--- config.mk ---
export PLATFORM = sky130hd
export DESIGN_NAME = h264_rtp_depacketizer_unit_flat
export DESIGN_NICKNAME = d
export VERILOG_FILES = /design/src/design/h264dp_pkg.sv /design/src/design/h264dp_if.sv /design/src/design/h264_rtp_depacketizer_unit.sv /design/src/design/h264dp_front.sv /design/src/design/h264dp_queue.sv /design/src/design/h264dp_back.sv /design/src/flat_wrapper.sv
export SDC_FILE = /design/constraint.sdc
export NUM_CORES = 1
export LEC_CHECK = 0
export BUFFER_PORTS_ARGS = -buffer_cell sky130_fd_sc_hd__buf_2
export CAP_MARGIN = 30
export CORE_MARGIN = 3
export CORE_UTILIZATION = 25
export CTS_CLUSTER_SIZE = 8
export DETAILED_ROUTE_END_ITERATION = 8
export GPL_TIMING_DRIVEN = 0
export PLACE_DENSITY = 0.43
export SETUP_SLACK_MARGIN = 0.3
export SYNTH_ARGS = -nofsm -noshare
export SYNTH_HDL_FRONTEND = slang
export SYNTH_HIERARCHICAL = 1
export SYNTH_SLANG_ARGS = --single-unit
--- constraint.sdc ---
create_clock -name i_clk -period 24.5 [get_ports i_clk]
set_input_delay 6.125 -clock i_clk [delete_from_list [all_inputs] [get_ports i_clk]]
set_output_delay 6.125 -clock i_clk [all_outputs]
set_load 0.1 [all_outputs]
--- src/design/h264dp_pkg.sv ---
`timescale 1ns / 1ps
// ============================================================================
// h264dp_pkg
// Shared types and constants of the H.264 RTP depacketizer: field widths,
// command, status and register codes, and the action record passed from
// the front end to the back end.
// ============================================================================
package h264dp_pkg;

    localparam int ADDR_BITS   = 20;
    localparam int LEN_BITS    = 16;
    localparam int STAP_SLACK  = 32;

    localparam int CMD_W       = 2;
    localparam int PLEN_W      = 16;
    localparam int DATA_W      = 8;
    localparam int POS_W       = 21;
    localparam int WIDE_W      = POS_W + 1;
    localparam int STATUS_W    = 3;
    localparam int SCL_W       = 3;
    localparam int SIZE_W      = 16;
    localparam int CFG_ADDR_W  = 2;
    localparam int STEP_W      = 3;

    localparam int QUEUE_DEPTH = 4;
    localparam int QPTR_W      = $clog2(QUEUE_DEPTH);

    typedef logic [ADDR_BITS-1:0] t_addr;
    typedef logic [POS_W-1:0]     t_pos;
    typedef logic [WIDE_W-1:0]    t_wide;
    typedef logic [LEN_BITS-1:0]  t_len;

    localparam logic [CMD_W-1:0] CMD_BYTE   = 2'd0;
    localparam logic [CMD_W-1:0] CMD_LOST   = 2'd1;
    localparam logic [CMD_W-1:0] CMD_SETPOS = 2'd2;

    localparam logic [STATUS_W-1:0] ST_SUCCESS     = 3'd0;
    localparam logic [STATUS_W-1:0] ST_SMALL       = 3'd1;
    localparam logic [STATUS_W-1:0] ST_INVALID     = 3'd2;
    localparam logic [STATUS_W-1:0] ST_IGNORED     = 3'd3;
    localparam logic [STATUS_W-1:0] ST_UNSUPPORTED = 3'd4;

    localparam logic [CFG_ADDR_W-1:0] CFG_START_CODE_LEN = 2'd0;
    localparam logic [CFG_ADDR_W-1:0] CFG_OUT_CAPACITY   = 2'd1;

    localparam logic KIND_WRITE  = 1'b0;
    localparam logic KIND_STATUS = 1'b1;

    localparam logic [SCL_W-1:0] SC_LEN_RESET = 3'd4;
    localparam t_pos             CAP_RESET    = 21'h100000;

    localparam logic [DATA_W-1:0] NAL_TYPE_MASK = 8'h1F;
    localparam logic [DATA_W-1:0] FU_START_BIT  = 8'h80;
    localparam logic [DATA_W-1:0] NRI_REF_BIT   = 8'h40;
    localparam logic [DATA_W-1:0] NRI_MASK      = 8'h60;
    localparam logic [DATA_W-1:0] SC_LAST_BYTE  = 8'h01;
    localparam logic [DATA_W-1:0] SC_ZERO_BYTE  = 8'h00;

    localparam logic [4:0] NAL_SINGLE_MIN = 5'd1;
    localparam logic [4:0] NAL_SINGLE_MAX = 5'd23;
    localparam logic [4:0] NAL_STAP_A     = 5'd24;
    localparam logic [4:0] NAL_FU_A       = 5'd28;

    // One accepted item's worth of output: start code, one byte, one status
    typedef struct packed {
        t_addr                base;
        logic                 sc_en;
        logic                 sc_four;
        logic                 byte_en;
        logic [DATA_W-1:0]    data;
        logic                 st_en;
        logic [STATUS_W-1:0]  status;
        t_pos                 position;
    } t_action;

endpackage

--- src/design/h264dp_if.sv ---
`timescale 1ns / 1ps
// ============================================================================
// h264dp_if
// Channel interfaces of the depacketizer: payload input, configuration
// write and result output, each with valid/ready.
// ============================================================================
interface h264dp_in_if;
    import h264dp_pkg::*;
    logic                valid;
    logic                ready;
    logic [CMD_W-1:0]    cmd;
    logic                first;
    logic                last;
    logic [PLEN_W-1:0]   payload_len;
    logic [DATA_W-1:0]   data_byte;
    logic [POS_W-1:0]    set_pos;

    modport source (output valid, cmd, first, last, payload_len, data_byte, set_pos,
                    input ready);
    modport sink   (input valid, cmd, first, last, payload_len, data_byte, set_pos,
                    output ready);
endinterface

interface h264dp_cfg_if;
    import h264dp_pkg::*;
    logic                  valid;
    logic                  ready;
    logic [CFG_ADDR_W-1:0] addr;
    logic [POS_W-1:0]      wdata;

    modport source (output valid, addr, wdata, input ready);
    modport sink   (input valid, addr, wdata, output ready);
endinterface

interface h264dp_out_if;
    import h264dp_pkg::*;
    logic                  valid;
    logic                  ready;
    logic                  kind;
    logic [ADDR_BITS-1:0]  write_addr;
    logic [DATA_W-1:0]     write_data;
    logic [STATUS_W-1:0]   status;
    logic [POS_W-1:0]      position;
    logic                  final_res;

    modport source (output valid, kind, write_addr, write_data, status, position, final_res,
                    input ready);
    modport sink   (input valid, kind, write_addr, write_data, status, position, final_res,
                    output ready);
endinterface

--- src/design/h264_rtp_depacketizer_unit.sv ---
`timescale 1ns / 1ps
// ============================================================================
// h264_rtp_depacketizer_unit
// H.264 RTP depacketizer: single NAL, STAP-A and FU-A payloads to an
// addressed Annex-B write stream plus one status per payload.
//
//   channel   direction  transaction
//   i_in      in         payload byte, lost notice or set position
//   i_cfg     in         register write (0 start_code_len, 1 out_capacity)
//   o_out     out        buffer write or payload status
//
// The front end parses one input transaction per cycle while the queue has
// room. The back end issues one result per cycle while o_out is ready; an item
// with n results holds it until all n are issued (start code items have up to
// six), so throughput follows the result count. Reset is synchronous; no clearing.
// An output stall fills the four-entry queue, then i_in.ready drops.
// ============================================================================
module h264_rtp_depacketizer_unit (
    input  logic          i_clk,
    input  logic          i_rst_n,
    h264dp_in_if.sink     i_in,
    h264dp_cfg_if.sink    i_cfg,
    h264dp_out_if.source  o_out
);
    import h264dp_pkg::*;

    logic    push;
    logic    pop;
    logic    queue_full;
    logic    head_valid;
    t_action push_data;
    t_action head;

    h264dp_front u_front (
        .i_clk        (i_clk),
        .i_rst_n      (i_rst_n),
        .i_in         (i_in),
        .i_cfg        (i_cfg),
        .i_queue_full (queue_full),
        .o_push       (push),
        .o_action     (push_data)
    );

    h264dp_queue u_queue (
        .i_clk        (i_clk),
        .i_rst_n      (i_rst_n),
        .i_push       (push),
        .i_push_data  (push_data),
        .i_pop        (pop),
        .o_full       (queue_full),
        .o_head_valid (head_valid),
        .o_head       (head)
    );

    h264dp_back u_back (
        .i_clk        (i_clk),
        .i_rst_n      (i_rst_n),
        .i_head_valid (head_valid),
        .i_head       (head),
        .o_pop        (pop),
        .o_out        (o_out)
    );

endmodule

--- src/design/h264dp_front.sv ---
`timescale 1ns / 1ps
// ============================================================================
// h264dp_front
// Front end: accepts payload bytes and commands, runs the RFC 6184 parse
// state, and pushes one action record per item that produces results.
// ============================================================================
module h264dp_front (
    input  logic                 i_clk,
    input  logic                 i_rst_n,
    h264dp_in_if.sink            i_in,
    h264dp_cfg_if.sink           i_cfg,
    input  logic                 i_queue_full,
    output logic                 o_push,
    output h264dp_pkg::t_action  o_action
);
    import h264dp_pkg::*;

    localparam logic [2:0] PH_IDLE      = 3'd0;
    localparam logic [2:0] PH_SINGLE    = 3'd1;
    localparam logic [2:0] PH_STAP_HI   = 3'd2;
    localparam logic [2:0] PH_STAP_LO   = 3'd3;
    localparam logic [2:0] PH_STAP_DATA = 3'd4;
    localparam logic [2:0] PH_FU_HDR    = 3'd5;
    localparam logic [2:0] PH_FU_DATA   = 3'd6;
    localparam logic [2:0] PH_DONE      = 3'd7;

    logic [2:0]        r_phase, n_phase;
    t_len              r_bi, n_bi;
    t_len              r_len, n_len;
    logic [SIZE_W-1:0] r_nal, n_nal;
    logic [DATA_W-1:0] r_hdr, n_hdr;
    t_pos              r_cur, n_cur;
    t_pos              r_out_pos, n_out_pos;
    t_pos              r_sync, n_sync;
    logic              r_prev, n_prev;
    logic [SCL_W-1:0]  r_scl;
    t_pos              r_cap;

    logic              in_acc;
    logic              sc_four;
    t_pos              sc_len;
    t_pos              room;
    t_len              len_in;
    logic [4:0]        nal_type;
    logic [SIZE_W-1:0] stap_size;
    logic              small_sc;
    logic              small_stap;
    logic              do_end;
    logic              at_end;
    logic [STATUS_W-1:0] fin_st;

    assign i_in.ready  = !i_queue_full;
    assign i_cfg.ready = 1'b1;
    assign in_acc      = i_in.valid && !i_queue_full;

    assign sc_four    = (r_scl >= SCL_W'(4));
    assign sc_len     = sc_four ? t_pos'(4) : t_pos'(3);
    assign room       = (r_cap >= r_out_pos) ? (r_cap - r_out_pos) : '0;
    assign len_in     = i_in.payload_len[LEN_BITS-1:0];
    assign nal_type   = i_in.data_byte[4:0];
    assign stap_size  = {r_hdr, i_in.data_byte};
    assign small_sc   = t_wide'(room) < (t_wide'(len_in) + t_wide'(sc_len));
    assign small_stap = t_wide'(room) < (t_wide'(len_in) + t_wide'(STAP_SLACK));

    always_comb begin
        n_phase   = r_phase;
        n_bi      = r_bi;
        n_len     = r_len;
        n_nal     = r_nal;
        n_hdr     = r_hdr;
        n_cur     = r_cur;
        n_out_pos = r_out_pos;
        n_sync    = r_sync;
        n_prev    = r_prev;
        o_action  = '0;
        o_action.sc_four = sc_four;
        do_end    = 1'b0;
        at_end    = 1'b0;
        fin_st    = ST_SUCCESS;

        if (in_acc) begin
            case (i_in.cmd)
                CMD_LOST: begin
                    n_phase = PH_IDLE;
                    n_prev  = 1'b1;
                end
                CMD_SETPOS: begin
                    n_phase   = PH_IDLE;
                    n_out_pos = i_in.set_pos;
                end
                CMD_BYTE: begin
                    if (i_in.first) begin
                        n_len   = len_in;
                        n_bi    = '0;
                        n_phase = PH_IDLE;
                        if (len_in < t_len'(2)) begin
                            n_prev            = 1'b1;
                            o_action.st_en    = 1'b1;
                            o_action.status   = ST_INVALID;
                            o_action.position = r_out_pos;
                        end else begin
                            do_end        = 1'b1;
                            if (r_out_pos == '0) begin
                                n_sync = '0;
                            end
                            n_cur         = r_out_pos;
                            n_hdr         = i_in.data_byte;
                            o_action.base = t_addr'(r_out_pos);
                            if (nal_type inside {[NAL_SINGLE_MIN:NAL_SINGLE_MAX]}) begin
                                if (small_sc) begin
                                    n_phase = PH_DONE;
                                    n_hdr   = DATA_W'(ST_SMALL);
                                end else begin
                                    n_phase          = PH_SINGLE;
                                    o_action.sc_en   = 1'b1;
                                    o_action.byte_en = 1'b1;
                                    o_action.data    = i_in.data_byte;
                                    n_cur            = r_out_pos + sc_len + t_pos'(1);
                                end
                            end else if (nal_type == NAL_STAP_A) begin
                                if (small_stap) begin
                                    n_phase = PH_DONE;
                                    n_hdr   = DATA_W'(ST_SMALL);
                                end else begin
                                    n_phase = PH_STAP_HI;
                                end
                            end else if (nal_type == NAL_FU_A) begin
                                if (small_sc) begin
                                    n_prev  = 1'b1;
                                    n_phase = PH_DONE;
                                    n_hdr   = DATA_W'(ST_SMALL);
                                end else begin
                                    n_phase = PH_FU_HDR;
                                end
                            end else begin
                                n_out_pos = '0;
                                n_phase   = PH_DONE;
                                n_hdr     = DATA_W'(ST_UNSUPPORTED);
                            end
                        end
                    end else if (r_phase != PH_IDLE) begin
                        do_end        = 1'b1;
                        n_bi          = r_bi + t_len'(1);
                        o_action.base = t_addr'(r_cur);
                        case (r_phase)
                            PH_SINGLE, PH_FU_DATA: begin
                                o_action.byte_en = 1'b1;
                                o_action.data    = i_in.data_byte;
                                n_cur            = r_cur + t_pos'(1);
                            end
                            PH_STAP_HI: begin
                                if (r_cur >= r_cap) begin
                                    n_phase = PH_DONE;
                                    n_hdr   = DATA_W'(ST_SUCCESS);
                                end else if ((t_wide'(r_cur) + t_wide'(sc_len)) >
                                             t_wide'(r_cap)) begin
                                    n_phase = PH_DONE;
                                    n_hdr   = DATA_W'(ST_INVALID);
                                end else begin
                                    o_action.sc_en = 1'b1;
                                    n_cur          = r_cur + sc_len;
                                    n_hdr          = i_in.data_byte;
                                    n_phase        = PH_STAP_LO;
                                end
                            end
                            PH_STAP_LO: begin
                                if (((t_wide'(r_cur) + t_wide'(stap_size)) > t_wide'(r_cap)) ||
                                    ((t_wide'(n_bi) + t_wide'(1) + t_wide'(stap_size)) >
                                     t_wide'(r_len))) begin
                                    n_phase = PH_DONE;
                                    n_hdr   = DATA_W'(ST_INVALID);
                                end else if (stap_size == '0) begin
                                    n_out_pos = r_cur;
                                    n_sync    = r_cur;
                                    n_phase   = PH_STAP_HI;
                                end else begin
                                    n_nal   = stap_size;
                                    n_phase = PH_STAP_DATA;
                                end
                            end
                            PH_STAP_DATA: begin
                                o_action.byte_en = 1'b1;
                                o_action.data    = i_in.data_byte;
                                n_cur            = r_cur + t_pos'(1);
                                n_nal            = r_nal - SIZE_W'(1);
                                if (n_nal == '0) begin
                                    n_out_pos = n_cur;
                                    n_sync    = n_cur;
                                    n_phase   = PH_STAP_HI;
                                end
                            end
                            PH_FU_HDR: begin
                                if ((i_in.data_byte & FU_START_BIT) != '0) begin
                                    o_action.sc_en   = 1'b1;
                                    o_action.byte_en = 1'b1;
                                    o_action.data    = (r_hdr & NRI_MASK) |
                                                       (i_in.data_byte & NAL_TYPE_MASK);
                                    n_cur            = r_cur + sc_len + t_pos'(1);
                                    n_hdr            = i_in.data_byte;
                                    n_phase          = PH_FU_DATA;
                                end else if (r_prev) begin
                                    n_phase = PH_DONE;
                                    if (r_sync > r_out_pos) begin
                                        n_hdr = DATA_W'(ST_INVALID);
                                    end else begin
                                        n_out_pos = r_sync;
                                        n_hdr     = DATA_W'(ST_IGNORED);
                                    end
                                end else begin
                                    n_hdr   = i_in.data_byte;
                                    n_phase = PH_FU_DATA;
                                end
                            end
                            default: ;
                        endcase
                    end
                end
                default: ;
            endcase
        end

        if (do_end) begin
            at_end = i_in.last || ((t_wide'(n_bi) + t_wide'(1)) >= t_wide'(n_len));
        end

        if (at_end) begin
            if (n_phase == PH_DONE) begin
                fin_st = n_hdr[STATUS_W-1:0];
            end else if ((t_wide'(n_bi) + t_wide'(1)) < t_wide'(n_len)) begin
                fin_st = ST_INVALID;
            end else if (n_phase == PH_SINGLE) begin
                n_out_pos = n_cur;
                n_sync    = n_cur;
                fin_st    = ST_SUCCESS;
            end else if (n_phase == PH_STAP_HI) begin
                fin_st = ST_SUCCESS;
            end else if (n_phase == PH_FU_DATA) begin
                n_out_pos = n_cur;
                if ((n_hdr & NRI_REF_BIT) != '0) begin
                    n_sync = n_cur;
                end
                fin_st = ST_SUCCESS;
            end else begin
                fin_st = ST_INVALID;
            end
            n_phase = PH_IDLE;
            if (fin_st == ST_SUCCESS) begin
                n_prev = 1'b0;
            end
            o_action.st_en    = 1'b1;
            o_action.status   = fin_st;
            o_action.position = n_out_pos;
        end

        o_push = o_action.sc_en || o_action.byte_en || o_action.st_en;
    end

    always_ff @(posedge i_clk) begin
        if (!i_rst_n) begin
            r_phase   <= PH_IDLE;
            r_bi      <= '0;
            r_len     <= '0;
            r_nal     <= '0;
            r_hdr     <= '0;
            r_cur     <= '0;
            r_out_pos <= '0;
            r_sync    <= '0;
            r_prev    <= 1'b0;
            r_scl     <= SC_LEN_RESET;
            r_cap     <= CAP_RESET;
        end else begin
            r_phase   <= n_phase;
            r_bi      <= n_bi;
            r_len     <= n_len;
            r_nal     <= n_nal;
            r_hdr     <= n_hdr;
            r_cur     <= n_cur;
            r_out_pos <= n_out_pos;
            r_sync    <= n_sync;
            r_prev    <= n_prev;
            if (i_cfg.valid) begin
                case (i_cfg.addr)
                    CFG_START_CODE_LEN: r_scl <= i_cfg.wdata[SCL_W-1:0];
                    CFG_OUT_CAPACITY:   r_cap <= i_cfg.wdata;
                    default: ;
                endcase
            end
        end
    end

    a_cmd_no_push: assert property (@(posedge i_clk) disable iff (!i_rst_n)
        (in_acc && (i_in.cmd != CMD_BYTE)) |-> !o_push)
        else $error("command transaction produced results");

    a_status_ends_idle: assert property (@(posedge i_clk) disable iff (!i_rst_n)
        (o_push && o_action.st_en) |=> (r_phase == PH_IDLE))
        else $error("payload status issued while parse still active");

endmodule

--- src/design/h264dp_queue.sv ---
`timescale 1ns / 1ps
// ============================================================================
// h264dp_queue
// Small FIFO of action records between the front end and the back end.
// ============================================================================
module h264dp_queue (
    input  logic                 i_clk,
    input  logic                 i_rst_n,
    input  logic                 i_push,
    input  h264dp_pkg::t_action  i_push_data,
    input  logic                 i_pop,
    output logic                 o_full,
    output logic                 o_head_valid,
    output h264dp_pkg::t_action  o_head
);
    import h264dp_pkg::*;

    t_action             r_mem [QUEUE_DEPTH];
    logic [QPTR_W-1:0]   r_wr;
    logic [QPTR_W-1:0]   r_rd;
    logic [QPTR_W:0]     r_count;

    assign o_full       = (r_count == (QPTR_W + 1)'(QUEUE_DEPTH));
    assign o_head_valid = (r_count != '0);
    assign o_head       = r_mem[r_rd];

    always_ff @(posedge i_clk) begin
        if (i_push) begin
            r_mem[r_wr] <= i_push_data;
        end
    end

    always_ff @(posedge i_clk) begin
        if (!i_rst_n) begin
            r_wr    <= '0;
            r_rd    <= '0;
            r_count <= '0;
        end else begin
            if (i_push) begin
                r_wr <= r_wr + QPTR_W'(1);
            end
            if (i_pop) begin
                r_rd <= r_rd + QPTR_W'(1);
            end
            case ({i_push, i_pop})
                2'b10:   r_count <= r_count + (QPTR_W + 1)'(1);
                2'b01:   r_count <= r_count - (QPTR_W + 1)'(1);
                default: ;
            endcase
        end
    end

    a_no_overflow: assert property (@(posedge i_clk) disable iff (!i_rst_n)
        !(i_push && o_full && !i_pop))
        else $error("push into full queue");

    a_no_underflow: assert property (@(posedge i_clk) disable iff (!i_rst_n)
        i_pop |-> o_head_valid)
        else $error("pop from empty queue");

endmodule

--- src/design/h264dp_back.sv ---
`timescale 1ns / 1ps
// ============================================================================
// h264dp_back
// Back end: expands each action record into its buffer writes and payload status,
// if any, one result per cycle unless o_out stalls, through a registered output stage.
// ============================================================================
module h264dp_back (
    input  logic                 i_clk,
    input  logic                 i_rst_n,
    input  logic                 i_head_valid,
    input  h264dp_pkg::t_action  i_head,
    output logic                 o_pop,
    h264dp_out_if.source         o_out
);
    import h264dp_pkg::*;

    typedef struct packed {
        logic                 kind;
        t_addr                write_addr;
        logic [DATA_W-1:0]    write_data;
        logic [STATUS_W-1:0]  status;
        t_pos                 position;
        logic                 final_res;
    } t_result;

    logic [STEP_W-1:0] r_step;
    logic              r_valid;
    t_result           r_res;
    t_result           n_res;

    logic [STEP_W-1:0] sc_cnt;
    logic [STEP_W-1:0] total;
    logic              last_step;
    logic              fire;

    assign sc_cnt    = i_head.sc_en ? (i_head.sc_four ? STEP_W'(4) : STEP_W'(3)) : '0;
    assign total     = sc_cnt + STEP_W'(i_head.byte_en) + STEP_W'(i_head.st_en);
    assign last_step = ((r_step + STEP_W'(1)) == total);
    assign fire      = i_head_valid && (!r_valid || o_out.ready);
    assign o_pop     = fire && last_step;

    always_comb begin
        n_res = '0;
        if (r_step < sc_cnt) begin
            n_res.kind       = KIND_WRITE;
            n_res.write_addr = i_head.base + t_addr'(r_step);
            n_res.write_data = (r_step == (sc_cnt - STEP_W'(1))) ? SC_LAST_BYTE : SC_ZERO_BYTE;
        end else if ((r_step == sc_cnt) && i_head.byte_en) begin
            n_res.kind       = KIND_WRITE;
            n_res.write_addr = i_head.base + t_addr'(r_step);
            n_res.write_data = i_head.data;
        end else begin
            n_res.kind     = KIND_STATUS;
            n_res.status   = i_head.status;
            n_res.position = i_head.position;
        end
        n_res.final_res = last_step;
    end

    always_ff @(posedge i_clk) begin
        if (fire) begin
            r_res <= n_res;
        end
    end

    always_ff @(posedge i_clk) begin
        if (!i_rst_n) begin
            r_valid <= 1'b0;
            r_step  <= '0;
        end else begin
            if (fire) begin
                r_valid <= 1'b1;
                r_step  <= last_step ? '0 : (r_step + STEP_W'(1));
            end else if (o_out.ready) begin
                r_valid <= 1'b0;
            end
        end
    end

    assign o_out.valid      = r_valid;
    assign o_out.kind       = r_res.kind;
    assign o_out.write_addr = r_res.write_addr;
    assign o_out.write_data = r_res.write_data;
    assign o_out.status     = r_res.status;
    assign o_out.position   = r_res.position;
    assign o_out.final_res  = r_res.final_res;

    a_status_is_final: assert property (@(posedge i_clk) disable iff (!i_rst_n)
        (r_valid && (r_res.kind == KIND_STATUS)) |-> r_res.final_res)
        else $error("payload status not marked as last result");

endmodule
--- src/flat_wrapper.sv ---
// flat-port wrapper written by rule: the top's interface ports become plain ports
module h264_rtp_depacketizer_unit_flat import h264dp_pkg::*;
  (i_clk, i_rst_n, i_in_valid, i_in_cmd, i_in_first, i_in_last, i_in_payload_len, i_in_data_byte, i_in_set_pos, i_in_ready, i_cfg_valid, i_cfg_addr, i_cfg_wdata, i_cfg_ready, o_out_valid, o_out_kind, o_out_write_addr, o_out_write_data, o_out_status, o_out_position, o_out_final_res, o_out_ready);
  h264dp_in_if i_in_i ();
  h264dp_cfg_if i_cfg_i ();
  h264dp_out_if o_out_i ();
  input  logic i_clk;
  input  logic i_rst_n;
  input wire logic [$bits(i_in_i.valid)-1:0] i_in_valid;
  input wire logic [$bits(i_in_i.cmd)-1:0] i_in_cmd;
  input wire logic [$bits(i_in_i.first)-1:0] i_in_first;
  input wire logic [$bits(i_in_i.last)-1:0] i_in_last;
  input wire logic [$bits(i_in_i.payload_len)-1:0] i_in_payload_len;
  input wire logic [$bits(i_in_i.data_byte)-1:0] i_in_data_byte;
  input wire logic [$bits(i_in_i.set_pos)-1:0] i_in_set_pos;
  output wire logic [$bits(i_in_i.ready)-1:0] i_in_ready;
  input wire logic [$bits(i_cfg_i.valid)-1:0] i_cfg_valid;
  input wire logic [$bits(i_cfg_i.addr)-1:0] i_cfg_addr;
  input wire logic [$bits(i_cfg_i.wdata)-1:0] i_cfg_wdata;
  output wire logic [$bits(i_cfg_i.ready)-1:0] i_cfg_ready;
  output wire logic [$bits(o_out_i.valid)-1:0] o_out_valid;
  output wire logic [$bits(o_out_i.kind)-1:0] o_out_kind;
  output wire logic [$bits(o_out_i.write_addr)-1:0] o_out_write_addr;
  output wire logic [$bits(o_out_i.write_data)-1:0] o_out_write_data;
  output wire logic [$bits(o_out_i.status)-1:0] o_out_status;
  output wire logic [$bits(o_out_i.position)-1:0] o_out_position;
  output wire logic [$bits(o_out_i.final_res)-1:0] o_out_final_res;
  input wire logic [$bits(o_out_i.ready)-1:0] o_out_ready;
  assign i_in_i.valid = i_in_valid;
  assign i_in_i.cmd = i_in_cmd;
  assign i_in_i.first = i_in_first;
  assign i_in_i.last = i_in_last;
  assign i_in_i.payload_len = i_in_payload_len;
  assign i_in_i.data_byte = i_in_data_byte;
  assign i_in_i.set_pos = i_in_set_pos;
  assign i_in_ready = i_in_i.ready;
  assign i_cfg_i.valid = i_cfg_valid;
  assign i_cfg_i.addr = i_cfg_addr;
  assign i_cfg_i.wdata = i_cfg_wdata;
  assign i_cfg_ready = i_cfg_i.ready;
  assign o_out_valid = o_out_i.valid;
  assign o_out_kind = o_out_i.kind;
  assign o_out_write_addr = o_out_i.write_addr;
  assign o_out_write_data = o_out_i.write_data;
  assign o_out_status = o_out_i.status;
  assign o_out_position = o_out_i.position;
  assign o_out_final_res = o_out_i.final_res;
  assign o_out_i.ready = o_out_ready;
  h264_rtp_depacketizer_unit u_core (.i_clk(i_clk), .i_rst_n(i_rst_n), .i_in(i_in_i), .i_cfg(i_cfg_i), .o_out(o_out_i));
endmodule
==> out/qor.yml <==
outcome:
  outcome: "finished, final reports clean"
setup_path:
  reg2reg_from: "u_core/u_queue/r_count[0]"
  crit_path_start: "i_in_cmd[1]"
  slowest_delay_ps: 730
  path_depth: 34
  worstReg2RegEnd: "u_core/u_queue/r_count[2]"
  critical_path_class: "in2reg"
  path_max_fanout: 10
  crit_slowest_cell: "clkbuf_1"
  crit_path_end: "u_core/u_queue/r_count[2]"
  critPathBufInv: 8
  cp-end-kind: "flop"
  crit_required_ps: 25030
  arrival_ps: 14940
  start_kind: "input pin"
  cp_top_family: "simple AND/OR/NAND/NOR gates"
  rrSetupSlack_ps: 15290
  reg2regPathDepth: 33
synth:
  synth_warnings: 6
  synth_edf_count: 278
  synth_compound_area_share_pct: 18.38
  synth_top_family_by_area: "compound AO/OA/AOI/OAI gates"
  syn_avg_cell_area_um2: 9.360
  synth.most_common_cell: "nand2_1"
  synthTopCellsByCount: "nand2_1, edfxtp_1, nor2_1"
  synth-simple-area-share_pct: 17.85
  yosysTopAreaCellShare_pct: 27.51
  synthTopCellsByArea: "edfxtp_1, dfxtp_1, ha_1"
  netlist-cell-type-count: 118
  syn_nets: 3562
  yosysTopAreaCell: "edfxtp_1"
  synth_cells: 3242
  synth.cell_area_um2: 30340
  synthMuxAreaShare_pct: 6.045
  synth_ff_type: "edfxtp_1"
  yosysSeqAreaShare_pct: 37.94
  yosys_register_bits: 436
  synthArstFlopShare_pct: 0
  synth_xor_area_share_pct: 4.861
  yosys.area_share.adder_pct: 10.24
clocking:
  path_clk_slew_ps: 50
  cts_sinks: 436
  hold_buffers: 0
  ctsResizeCount: 0
  clock_latency_ps: 650
  numCtsBuffers: 67
  cts_tree: "yes"
  max-clock-path-buffers: 3
  ctsRootBufferMaster: "clkbuf_16"
  postCtsSetupBuffers: 0
  cts.htree.levels: 3
cells_and_area:
  syn2layout_area_growth_pct: 16.43
  n_fill_cell: 12810
  nets: 3775
  diodes: 0
  drive_gt1_share_pct: 10.57
timing:
  max_freq_mhz: 69.39
  worstMarginPinSlew_ps: 1138
  period_share_pct: 58.82
  fin_setup_tns_ps: 0
  drv_slew: 0
  hold_viol: 0
  finClkSkew_ps: 47.82
  holdWs_ps: 499.4
  slew_headroom_pct: 24.12
  rsz0062_at_grt: "false"
  finalCriticalPeriod_ps: 14410
  finalSetupViolations: 0
grt:
  grt_pass1_wl_um: 187600
  grt_pass1_vias: 26420
  grt.total_usage_pct: 20.20
  grt_max_degree: 53
  overflow: 0
  antenna_found_initial: 3
drt:
  initialDrtViolationCount: 2862
  vias_per_cell: 5.340
  dr_total_vias: 27300
  ant_nets: 0
  wl_um: 130200
  dr.pass1.iters: 6
  wire_per_inst_um: 25.46
  drc_errors: 0
die:
  core_area_um2: 120100
  initial_core_util_pct: 25.26
  die_w_um: 354.4
  ios: 134
  std_cell_rows: 127
  dieArea_um2: 125600
  fp.dieH_um: 354.4
worst_hold_path:
  hold_class: "reg2reg"
placement:
  gp_congestion: 0.9772
  port_buffers: 129
  dp_hpwl_um: 103000
pwr:
  p_leak_nw: 13.12
  power_density_nw_per_um2: 70.42
  ir_drop_mv: 0.07096
flow_run:
  max-cap-violations: 0
-- sequential cells by signal, summed over array words and instances, names as in the netlist, 2 cells and up, named ones only --
register                        flops
u_core/u_front/r_cur               21
u_core/u_front/r_sync              21
u_core/u_front/r_hdr                8
u_core/u_back/o_out.write_addr     20
u_core/u_front/r_phase              3
u_core/u_back/o_out.position       21
u_core/u_front/r_cap               21
u_core/u_back/o_out.status          3
u_core/u_queue/r_count              3
u_core/u_front/r_len               16
u_core/u_front/r_nal               16
u_core/u_back/o_out.write_data      8
u_core/u_front/r_out_pos           21
u_core/u_queue/r_wr                 2
u_core/u_front/r_bi                16
u_core/u_queue/r_rd                 2
u_core/u_queue/r_mem              224
u_core/u_back/r_step                3
-- report_power, final --
group	internal (W)	switching (W)
combinational	0.000194	0.000520
clock	0.000552	0.000362
sequential	0.000839	0.0000214
total	0.00158	0.000903
-- cells by family (layout without fill, tap and decap cells) --
group	after synthesis	after routing
other	1	1
buffers and inverters	334	592
adders and majority gates	243	243
muxes	111	111
DFF	436	436
xor gates and xnor gates	166	166
AOI/OAI and AO/OA	845	845
and+or+nand+nor	1106	1106
-- layout by cell type, fill, tap and decap left out, types with 56 or more instances in the layout --
cell         n
a21oi_1    243
and2_1      70
buf_2      146
clkbuf_1   175
clkbuf_16   67
dfxtp_1    158
edfxtp_1   278
ha_1       234
inv_1      151
mux4_2      56
nand2_1    325
nand3_1     83
nor2_1     270
nor3_1      80
o21ai_0    160
xnor2_1    105
xor2_1      59
-- through the flow --
step | util (%) | std cells | setup slack [ps] | total power [W] | area (um^2)
finish | 29.41 | 5112 | 10090 | 0.002488 | 35330
floorplan | - | 3242 | 12130 | 0.001404 | 30340
global placement | 27.48 | 4983 | 8256 | 0.001590 | 33010
global route | 29.41 | 5112 | 9536 | 0.002597 | 35330
CTS | 29.40 | 5111 | 10220 | 0.002519 | 35320
detailed placement | 27.67 | 4997 | 9621 | 0.001591 | 33240
-- metal layers --
layer / vias up / track usage (%) / share of wire (%)
li1: 12510 / - / -
met1: 13370 / 27.35 / 44
met2: 1177 / 31.89 / 45
met3: 241 / 3.247 / 6.9
met4: 0 / 8.469 / 4.3
met5: - / 0 / 0
-- area by class of cell --
| type | instances | area (um^2) | share of cell area, % |
|---|---|---|---|
| well taps | 1612 | 2017 | 5.709 |
| multi-input cells | 2472 | 17420 | 49.32 |
| clock inverters | 11 | 250.2 | 0.7083 |
| flip-flops and latches | 436 | 11510 | 32.58 |
| clock buffers | 103 | 1832 | 5.185 |
| inverters | 154 | 578.1 | 1.636 |
| repair buffers | 144 | 877.1 | 2.483 |
| plain buffers | 180 | 840.8 | 2.380 |
-- how the worst min path moves through the flow --
stage / to / from / cells past startpoint / slack, ps
floorplan: u_core/u_front/r_cap[10] / u_core/u_front/r_cap[10] / 2 / 450
global placement: u_core/u_front/r_bi[12] / u_core/u_front/r_bi[12] / 2 / 490
detailed placement: u_core/u_queue/r_count[2] / u_core/u_queue/r_count[2] / 2 / 500
CTS: u_core/u_queue/r_count[2] / u_core/u_queue/r_count[2] / 2 / 510
global route: u_core/u_front/r_bi[12] / u_core/u_front/r_bi[12] / 2 / 540
finish: u_core/u_queue/r_count[2] / u_core/u_queue/r_count[2] / 2 / 500
-- worst min-delay path: cells and delay by family (launching register included) --
family	cells	cell delay, ps
flip-flops	1	320
AO/OA/AOI/OAI	2	140
Note: power is estimated with default switching activity, not from simulation.
